==> src/bpa_pkg.sv <==
`default_nettype none
package bpa_pkg;

  // Default sizes of the page table and the free-list set.
  localparam int unsigned PAGE_BITS_DEF   = 12;
  localparam int unsigned ORDER_LIMIT_DEF = 10;

  // Fixed field widths.
  localparam int unsigned ORD_W  = 4;
  localparam int unsigned LOW_W  = 12;
  localparam int unsigned HIGH_W = 13;
  localparam int unsigned CFG_W  = 13;

  // Reset values of the region registers.
  localparam logic [LOW_W-1:0]  LOW_RESET  = 12'd1024;
  localparam logic [HIGH_W-1:0] HIGH_RESET = 13'd3840;

  typedef enum logic [1:0] {
    CMD_MARK  = 2'd0,
    CMD_BUILD = 2'd1,
    CMD_ALLOC = 2'd2,
    CMD_FREE  = 2'd3
  } cmd_e;

  typedef enum logic [1:0] {
    ST_OK        = 2'd0,
    ST_NO_MEM    = 2'd1,
    ST_BAD_ORDER = 2'd2
  } status_e;

  typedef enum logic {
    REG_LOW  = 1'b0,
    REG_HIGH = 1'b1
  } reg_e;

  // Datapath micro-operations issued by the controller each cycle.
  typedef enum logic [5:0] {
    OP_IDLE, OP_LOAD, OP_CLR, OP_RD_A, OP_WR_LNK0, OP_RD_PG, OP_WR_MARK,
    OP_B_INIT, OP_RD_I, OP_I_INC, OP_G_INIT, OP_J_INIT, OP_RD_J, OP_J_INC,
    OP_ORD_INC, OP_T_INIT, OP_WR_TAIL, OP_I_ADV,
    OP_P_RD, OP_P_WR, OP_P_RDO, OP_P_WRO,
    OP_U_RD, OP_U_CAP, OP_U_RDP, OP_U_WRP, OP_U_RDN, OP_U_WRN, OP_U_RDX, OP_U_WRX,
    OP_A_INIT, OP_A_NEXT, OP_A_FAIL, OP_A_TAKE, OP_A_SPLIT, OP_K0, OP_RD_K,
    OP_A_WRK, OP_A_RES, OP_F_WRK, OP_BAD, OP_F_RDB, OP_F_MRG, OP_F_FIN
  } dp_op_e;

  // Datapath conditions seen by the controller.
  typedef struct packed {
    cmd_e cmd;
    logic ord_bad;
    logic pg_zero;
    logic a_last;
    logic free_ok;
    logic i_lt_hi;
    logic grow_ok;
    logic j_last;
    logic tail_more;
    logic old_nz;
    logic p_nz;
    logic n_nz;
    logic head_zero;
    logic o_max;
    logic o_gt_ord;
    logic k_more;
    logic merge_ok;
    logic bud_ok;
  } dp_status_t;

  typedef enum logic [5:0] {
    S_CLEAR, S_IDLE, S_DISPATCH, S_MARK_WR, S_BL_RD, S_BL_WR,
    S_B_INIT, S_B_TEST, S_B_CHK, S_B_GROW, S_B_JRD, S_B_JCHK, S_B_TCHK, S_B_TWR,
    S_B_ADV, S_P_RD, S_P_WR, S_P_RDO, S_P_WRO,
    S_U_RD, S_U_CAP, S_U_CHKP, S_U_WRP, S_U_CHKN, S_U_WRN, S_U_RDX, S_U_WRX,
    S_A_FIND, S_A_SPLIT, S_A_KRD, S_A_KWR,
    S_F_KRD, S_F_KWR, S_F_MRG, S_F_BCHK, S_F_UP, S_DONE
  } ctl_state_e;

endpackage
`default_nettype wire

==> src/bpa_ctrl.sv <==
`default_nettype none
module bpa_ctrl (
  input  wire                 clk_i,
  input  wire                 rst_ni,
  input  wire                 s_valid_i,
  output logic                s_ready_o,
  output logic                m_valid_o,
  input  wire                 m_ready_i,
  input  bpa_pkg::dp_status_t status_i,
  output bpa_pkg::dp_op_e     op_o
);
  import bpa_pkg::*;

  ctl_state_e state_q, state_d, ret_q, ret_d;

  always_ff @(posedge clk_i or negedge rst_ni) begin
    if (!rst_ni) begin
      state_q <= S_CLEAR;
      ret_q   <= S_DONE;
    end else begin
      state_q <= state_d;
      ret_q   <= ret_d;
    end
  end

  // Sequencer: next state and micro-operation.
  always_comb begin
    state_d   = state_q;
    ret_d     = ret_q;
    op_o      = OP_IDLE;
    s_ready_o = 1'b0;
    m_valid_o = 1'b0;
    case (state_q)
      S_CLEAR: begin
        op_o = OP_CLR;
        if (status_i.a_last) state_d = S_IDLE;
      end
      S_IDLE: begin
        s_ready_o = 1'b1;
        if (s_valid_i) begin
          op_o = OP_LOAD; state_d = S_DISPATCH;
        end
      end
      S_DISPATCH: begin
        case (status_i.cmd)
          CMD_MARK:  begin op_o = OP_RD_PG; state_d = S_MARK_WR; end
          CMD_BUILD: begin op_o = OP_RD_A;  state_d = S_BL_WR;   end
          CMD_ALLOC: begin
            if (status_i.ord_bad) begin
              op_o = OP_BAD; state_d = S_DONE;
            end else begin
              op_o = OP_A_INIT; state_d = S_A_FIND;
            end
          end
          CMD_FREE: begin
            if (status_i.ord_bad) begin
              op_o = OP_BAD; state_d = S_DONE;
            end else if (status_i.pg_zero) begin
              state_d = S_DONE;
            end else begin
              op_o = OP_K0; state_d = S_F_KRD;
            end
          end
          default: state_d = S_DONE;
        endcase
      end
      S_MARK_WR: begin op_o = OP_WR_MARK; state_d = S_DONE; end
      // Build: clear every link, then scan the region.
      S_BL_WR: begin
        op_o = OP_WR_LNK0;
        state_d = status_i.a_last ? S_B_INIT : S_BL_RD;
      end
      S_BL_RD:  begin op_o = OP_RD_A; state_d = S_BL_WR; end
      S_B_INIT: begin op_o = OP_B_INIT; state_d = S_B_TEST; end
      S_B_TEST: begin
        if (status_i.i_lt_hi) begin
          op_o = OP_RD_I; state_d = S_B_CHK;
        end else begin
          state_d = S_DONE;
        end
      end
      S_B_CHK: begin
        if (!status_i.free_ok) begin
          op_o = OP_I_INC; state_d = S_B_TEST;
        end else begin
          op_o = OP_G_INIT; state_d = S_B_GROW;
        end
      end
      S_B_GROW: begin
        if (status_i.grow_ok) begin
          op_o = OP_J_INIT; state_d = S_B_JRD;
        end else begin
          op_o = OP_T_INIT; state_d = S_B_TCHK;
        end
      end
      S_B_JRD: begin op_o = OP_RD_J; state_d = S_B_JCHK; end
      S_B_JCHK: begin
        if (!status_i.free_ok) begin
          op_o = OP_T_INIT; state_d = S_B_TCHK;
        end else if (status_i.j_last) begin
          op_o = OP_ORD_INC; state_d = S_B_GROW;
        end else begin
          op_o = OP_J_INC; state_d = S_B_JRD;
        end
      end
      S_B_TCHK: begin
        if (status_i.tail_more) begin
          op_o = OP_RD_J; state_d = S_B_TWR;
        end else begin
          ret_d = S_B_ADV; state_d = S_P_RD;
        end
      end
      S_B_TWR: begin op_o = OP_WR_TAIL; state_d = S_B_TCHK; end
      S_B_ADV: begin op_o = OP_I_ADV; state_d = S_B_TEST; end
      // Push a block onto the head of its list.
      S_P_RD: begin op_o = OP_P_RD; state_d = S_P_WR; end
      S_P_WR: begin
        op_o = OP_P_WR;
        state_d = status_i.old_nz ? S_P_RDO : ret_q;
      end
      S_P_RDO: begin op_o = OP_P_RDO; state_d = S_P_WRO; end
      S_P_WRO: begin op_o = OP_P_WRO; state_d = ret_q; end
      // Unlink a block from its list.
      S_U_RD:  begin op_o = OP_U_RD; state_d = S_U_CAP; end
      S_U_CAP: begin op_o = OP_U_CAP; state_d = S_U_CHKP; end
      S_U_CHKP: begin
        if (status_i.p_nz) begin
          op_o = OP_U_RDP; state_d = S_U_WRP;
        end else begin
          state_d = S_U_CHKN;
        end
      end
      S_U_WRP: begin op_o = OP_U_WRP; state_d = S_U_CHKN; end
      S_U_CHKN: begin
        if (status_i.n_nz) begin
          op_o = OP_U_RDN; state_d = S_U_WRN;
        end else begin
          op_o = OP_U_RDX; state_d = S_U_WRX;
        end
      end
      S_U_WRN: begin op_o = OP_U_WRN; state_d = S_U_RDX; end
      S_U_RDX: begin op_o = OP_U_RDX; state_d = S_U_WRX; end
      S_U_WRX: begin op_o = OP_U_WRX; state_d = ret_q; end
      // Allocate: find a list, take its head, split down.
      S_A_FIND: begin
        if (!status_i.head_zero) begin
          op_o = OP_A_TAKE; ret_d = S_A_SPLIT; state_d = S_U_RD;
        end else if (status_i.o_max) begin
          op_o = OP_A_FAIL; state_d = S_DONE;
        end else begin
          op_o = OP_A_NEXT;
        end
      end
      S_A_SPLIT: begin
        if (status_i.o_gt_ord) begin
          op_o = OP_A_SPLIT; ret_d = S_A_SPLIT; state_d = S_P_RD;
        end else begin
          op_o = OP_K0; state_d = S_A_KRD;
        end
      end
      S_A_KRD: begin
        if (status_i.k_more) begin
          op_o = OP_RD_K; state_d = S_A_KWR;
        end else begin
          op_o = OP_A_RES; state_d = S_DONE;
        end
      end
      S_A_KWR: begin op_o = OP_A_WRK; state_d = S_A_KRD; end
      // Free: clear marks, merge with buddies, push.
      S_F_KRD: begin
        if (status_i.k_more) begin
          op_o = OP_RD_K; state_d = S_F_KWR;
        end else begin
          state_d = S_F_MRG;
        end
      end
      S_F_KWR: begin op_o = OP_F_WRK; state_d = S_F_KRD; end
      S_F_MRG: begin
        if (status_i.merge_ok) begin
          op_o = OP_F_RDB; state_d = S_F_BCHK;
        end else begin
          op_o = OP_F_FIN; ret_d = S_DONE; state_d = S_P_RD;
        end
      end
      S_F_BCHK: begin
        if (status_i.bud_ok) begin
          ret_d = S_F_UP; state_d = S_U_RD;
        end else begin
          op_o = OP_F_FIN; ret_d = S_DONE; state_d = S_P_RD;
        end
      end
      S_F_UP: begin op_o = OP_F_MRG; state_d = S_F_MRG; end
      S_DONE: begin
        m_valid_o = 1'b1;
        if (m_ready_i) state_d = S_IDLE;
      end
      default: state_d = S_IDLE;
    endcase
  end

  // Input and output sides never both active.
  assert property (@(posedge clk_i) disable iff (!rst_ni) s_ready_o |-> !m_valid_o)
    else $error("input ready while a result is pending");

  // An accepted word always starts a command.
  assert property (@(posedge clk_i) disable iff (!rst_ni)
    (s_valid_i && s_ready_o) |=> (state_q == S_DISPATCH))
    else $error("accepted word did not dispatch");

  // A delivered result returns the sequencer to idle.
  assert property (@(posedge clk_i) disable iff (!rst_ni)
    (m_valid_o && m_ready_i) |=> (state_q == S_IDLE))
    else $error("sequencer did not return to idle");

  // No input is taken during the table clear.
  assert property (@(posedge clk_i) disable iff (!rst_ni)
    (state_q == S_CLEAR) |-> !s_ready_o)
    else $error("input accepted during table clear");

endmodule
`default_nettype wire

==> config.mk <==
export PLATFORM = sky130hd
export DESIGN_NAME = bpa_ctrl
export DESIGN_NICKNAME = d
export VERILOG_FILES = /design/src/bpa_pkg.sv /design/src/bpa_ctrl.sv
export SDC_FILE = /design/constraint.sdc
export NUM_CORES = 1
export LEC_CHECK = 0
export ABC_AREA = 0
export BUFFER_PORTS_ARGS = -buffer_cell sky130_fd_sc_hd__buf_4
export CAP_MARGIN = 20
export CORE_UTILIZATION = 61
export CTS_BUF_LIST = sky130_fd_sc_hd__clkbuf_8 sky130_fd_sc_hd__clkbuf_16
export DETAILED_ROUTE_END_ITERATION = 6
export MAX_ROUTING_LAYER = met4
export PLACE_DENSITY = 0.83
export RECOVER_POWER = 50
export SYNTH_ARGS = -nofsm -noshare
export SYNTH_HDL_FRONTEND = slang
export SYNTH_SLANG_ARGS = --single-unit
==> constraint.sdc <==
create_clock -name clk_i -period 3.4 [get_ports clk_i]
set_input_delay 0.34 -clock clk_i [delete_from_list [all_inputs] [get_ports clk_i]]
set_output_delay 0.34 -clock clk_i [all_outputs]
set_load 0.005 [all_outputs]
==> summary.txt <==
Drt
  – Post-route DRC: 0
  – Average detailed-routed wire length per instance: 21.4 µm
  – Wirelength, routed: 7220 µm
  – TritonRoute pass-1 iters: 5
  – Vias: 2559
  – Post-DRT Antenna Nets: 0
  – Number of DRC markers after the initial detailed-route iteration: 495
  – Via-per-instance ratio: 7.57

Yosys
  – Synthesized Nets: 295
  – Async S/R FF share, synth: 1.00
  – Count leader, synth: sky130_fd_sc_hd__a21oi_1
  – Fraction of the yosys area taken by sequential cells: 0.153
  – Number of warnings printed during yosys synthesis: 0
  – Number of enable flip-flop cells after synthesis: 0
  – Cell types occupying the most area after synthesis: sky130_fd_sc_hd__dfrtp_1 (13%), sky130_fd_sc_hd__a21oi_1 (6.3%), sky130_fd_sc_hd__o21ai_0 (4.8%)
  – Flip-flop and latch count after synthesis: 12
  – Post-synth cell types: 72
  – Post-synth design cell area: 0.00197 mm²
  – Mean instance size in the synthesized netlist: 7.26 µm²
  – Yosys top cell by area: sky130_fd_sc_hd__dfrtp_1
  – Most used flip-flop cell after synthesis: sky130_fd_sc_hd__dfrtp_1
  – Ranking of synthesized cells by instance count: sky130_fd_sc_hd__a21oi_1 (25), sky130_fd_sc_hd__nor2_1 (23), sky130_fd_sc_hd__nand2_1 (20)
  – Fraction of post-synthesis cell area in the top cell type by area: 0.127
  – Post-synthesis cell count: 272

Global routing
  – Antenna violations before repair: 0
  – Met2 track utilization from global routing: 0.670
  – Number of global-route vias before repair: 2279
  – Met3 routing resource usage after global routing: 0.0747
  – Overall Global Routing Usage: 0.458
  – Maximum number of pins on one net before global-route repair: 33
  – First-pass GRT wire length: 11300 µm
  – Total overflow reported by the global router: 0
  – Most heavily used metal layer in global routing: met2
  – M1 GR Usage: 0.587

Timing
  – Max-slew headroom: 0.247
  – Final period util: 0.885
  – Worst Tran Pin Value: 1.13 ns
  – Final min period: 3.01 ns
  – Post-Route Setup TNS: 0 ns
  – Max Transition Viols Final: 0
  – Final-report setup violation count: 0
  – RSZ-0062 raised after global routing: no
  – Clock skew after layout: 0.00120 ns
  – Number of hold violations in the final report: 0
  – Fmax: 332 MHz

Finish
  – Diodes inserted: 0
  – Fraction of layout cells with a size suffix above 1: 0.201
  – Final core utilization: 0.739
  – Synth-to-Final Area Change: 14.2%
  – Sequential Area: 303 µm²
  – Number of nets in the layout: 319
  – Multi-input combinational cell area: 0.00150 mm²
  – Fillers: 271

Clock network
  – Total clock buffers created by CTS: 3
  – Total setup buffers inserted after CTS: 0
  – Cell chosen for the clock root: sky130_fd_sc_hd__clkbuf_8
  – Clock Path Buffers: 2
  – Insertion delay of the later-clocked pin in the worst-skew pair: 0.23 ns
  – TritonCTS clock tree: yes
  – Number of instances resized during post-cts repair: 0
  – Sinks on the clock net: 12
  – H-tree depth reported by CTS: 1
  – Clk slew on worst S/H paths: 0.04 ns

Critical path
  – Length in cells of the worst reg-to-reg path: 5
  – Classification of the worst setup path: reg2out
  – Type of element launching the critical path: flip-flop
  – Data arrival at the endpoint of the critical path: 2.67 ns
  – Sort of element at the end of the critical path: primary output
  – Maximum fanout along the worst path: 32
  – Worst endpoint required time: 3.06 ns
  – Worst reg2reg startpoint: state_q[2]
  – Worst-path cell chain: nand4bb_1, o32ai_1, a21oi_1, nand2_1, or4_1, buf_4
  – Largest stage delay on the critical path: 1.08 ns
  – Crit Reg-Reg Endpoint: state_q[1]
  – Worst path slowest cell: sky130_fd_sc_hd__dfrtp_1
  – Delay-heaviest family, CP: flip-flops
  – Worst R2R Setup Slack: 0.45 ns
  – Bufs and invs on worst path: 1

Min path
  – Number of cells traversed by the worst hold path: 3
  – Hold path endpoint: state_q[2]
  – Start point of the worst hold path: m_ready_i
  – Hold Crit Class: in2reg

Floorplanning
  – Die area: 0.00347 mm²
  – Die Span Y: 58.9 µm
  – Width of the die: 58.9 µm
  – Total I/O pin count: 31
  – Std-Cell Core Area: 0.00305 mm²
  – Initial cell density of the core: 0.647
  – Placement Rows: 20

Placement
  – Total of buffers placed on input and output ports: 30
  – Half-perimeter wire length after placement: 5370 µm
  – Placer Congestion: 1.10

Run status
  – Result of the run: complete, no violations

Power and ir drop
  – P per Cell Area: 936 mW/mm²
  – Worst IR Drop VDD: 0.807 mV
  – Power Total: 2110 µW
  – Static leakage: 0.000879 µW

Run
  – Max cap viols: 0
[worst max-delay path by stage]
stage / from / to / cells past startpoint
finish: state_q[2] / op_o[2] / 6
global route: state_q[2] / state_q[1] / 5
global placement: state_q[2] / op_o[2] / 6
detailed placement: state_q[2] / op_o[2] / 6
CTS: state_q[2] / op_o[2] / 6
floorplan: state_q[0] / op_o[5] / 7
[state kept, by name, indices dropped and copies added (netlist names)]
register  count
ret_q         6
state_q       6
[kinds of logic after synthesis]
logic type	after synthesis	share of synthesized area
AO/OA/AOI/OAI	100	0.355
AND/OR/NAND/NOR	121	0.361
buffers and inverters	31	0.0830
multiplexers	6	0.0387
flip-flops	12	0.153
XOR/XNOR	2	0.00887
[per-layer routing]
| layer | vias to the layer above | share of wire |
|---|---|---|
| met2 | 257 | 0.43 |
| met4 | 0 | 0.065 |
| met3 | 57 | 0.14 |
| met5 | - | 0 |
| li1 | 1096 | - |
| met1 | 1149 | 0.36 |
[stage by stage]
step                hold slack (ns)  cell area, µm²  setup WS, ns  cells
finish                        0.426            2250         0.391    338
global route                  0.436            2250         0.271    338
CTS                           0.413            2260         0.504    338
detailed placement            0.178            2210         0.748    334
global placement              0.177            2210         0.787    334
floorplan                    0.0444            1970          1.37    272
[tightest hold or removal path, stage by stage]
cell and delay, ns:
sky130_fd_sc_hd__buf_4 0.08, sky130_fd_sc_hd__or2_2 0.13, sky130_fd_sc_hd__o21ai_2 0.06
[placed cells by master, fill, tap and decap left out, types with 3 or more instances in the layout]
cell,instances
sky130_fd_sc_hd__clkbuf_8,3
sky130_fd_sc_hd__and2_1,3
sky130_fd_sc_hd__o2111ai_1,5
sky130_fd_sc_hd__nand3b_1,3
sky130_fd_sc_hd__nor4_1,4
sky130_fd_sc_hd__mux2_1,3
sky130_fd_sc_hd__nor3_1,9
sky130_fd_sc_hd__or3_1,7
sky130_fd_sc_hd__o22ai_1,3
sky130_fd_sc_hd__a21oi_1,25
sky130_fd_sc_hd__nor2b_1,10
sky130_fd_sc_hd__nor2_1,23
sky130_fd_sc_hd__buf_4,36
sky130_fd_sc_hd__nand4_1,3
sky130_fd_sc_hd__o31ai_1,3
sky130_fd_sc_hd__a211oi_1,4
sky130_fd_sc_hd__nand2b_1,5
sky130_fd_sc_hd__nand2_1,20
sky130_fd_sc_hd__inv_1,8
sky130_fd_sc_hd__nand3_1,9
sky130_fd_sc_hd__o21ai_0,19
sky130_fd_sc_hd__or2_2,3
sky130_fd_sc_hd__dfrtp_1,10
sky130_fd_sc_hd__o32ai_1,4
sky130_fd_sc_hd__or4_1,3
sky130_fd_sc_hd__a31oi_1,7
sky130_fd_sc_hd__o2bb2ai_1,3
sky130_fd_sc_hd__a32oi_1,5
[area by class of cell]
| type | count | area share |
|---|---|---|
| Timing Repair Buffer | 41 | 0.142 |
| Sequential cell | 12 | 0.134 |
| Multi-Input combinational cell | 229 | 0.666 |
| Inverter | 9 | 0.0150 |
| Clock buffer | 3 | 0.0183 |
| Tap cell | 44 | 0.0244 |
[power breakdown]
group	switching, µW	internal [µW]	total, µW
Clock	41.6	77.1	119
Combinational	956	667	1620
Sequential	156	213	368
Total	1150	956	2110
[repair_timing]
item                                    4_1_cts  5_1_grt
hold endpoints to repair                     10        0
hold buffers                                  1        0
endpoints found under the setup margin        0        0
No activity file was read; power rests on OpenSTA's default activity.
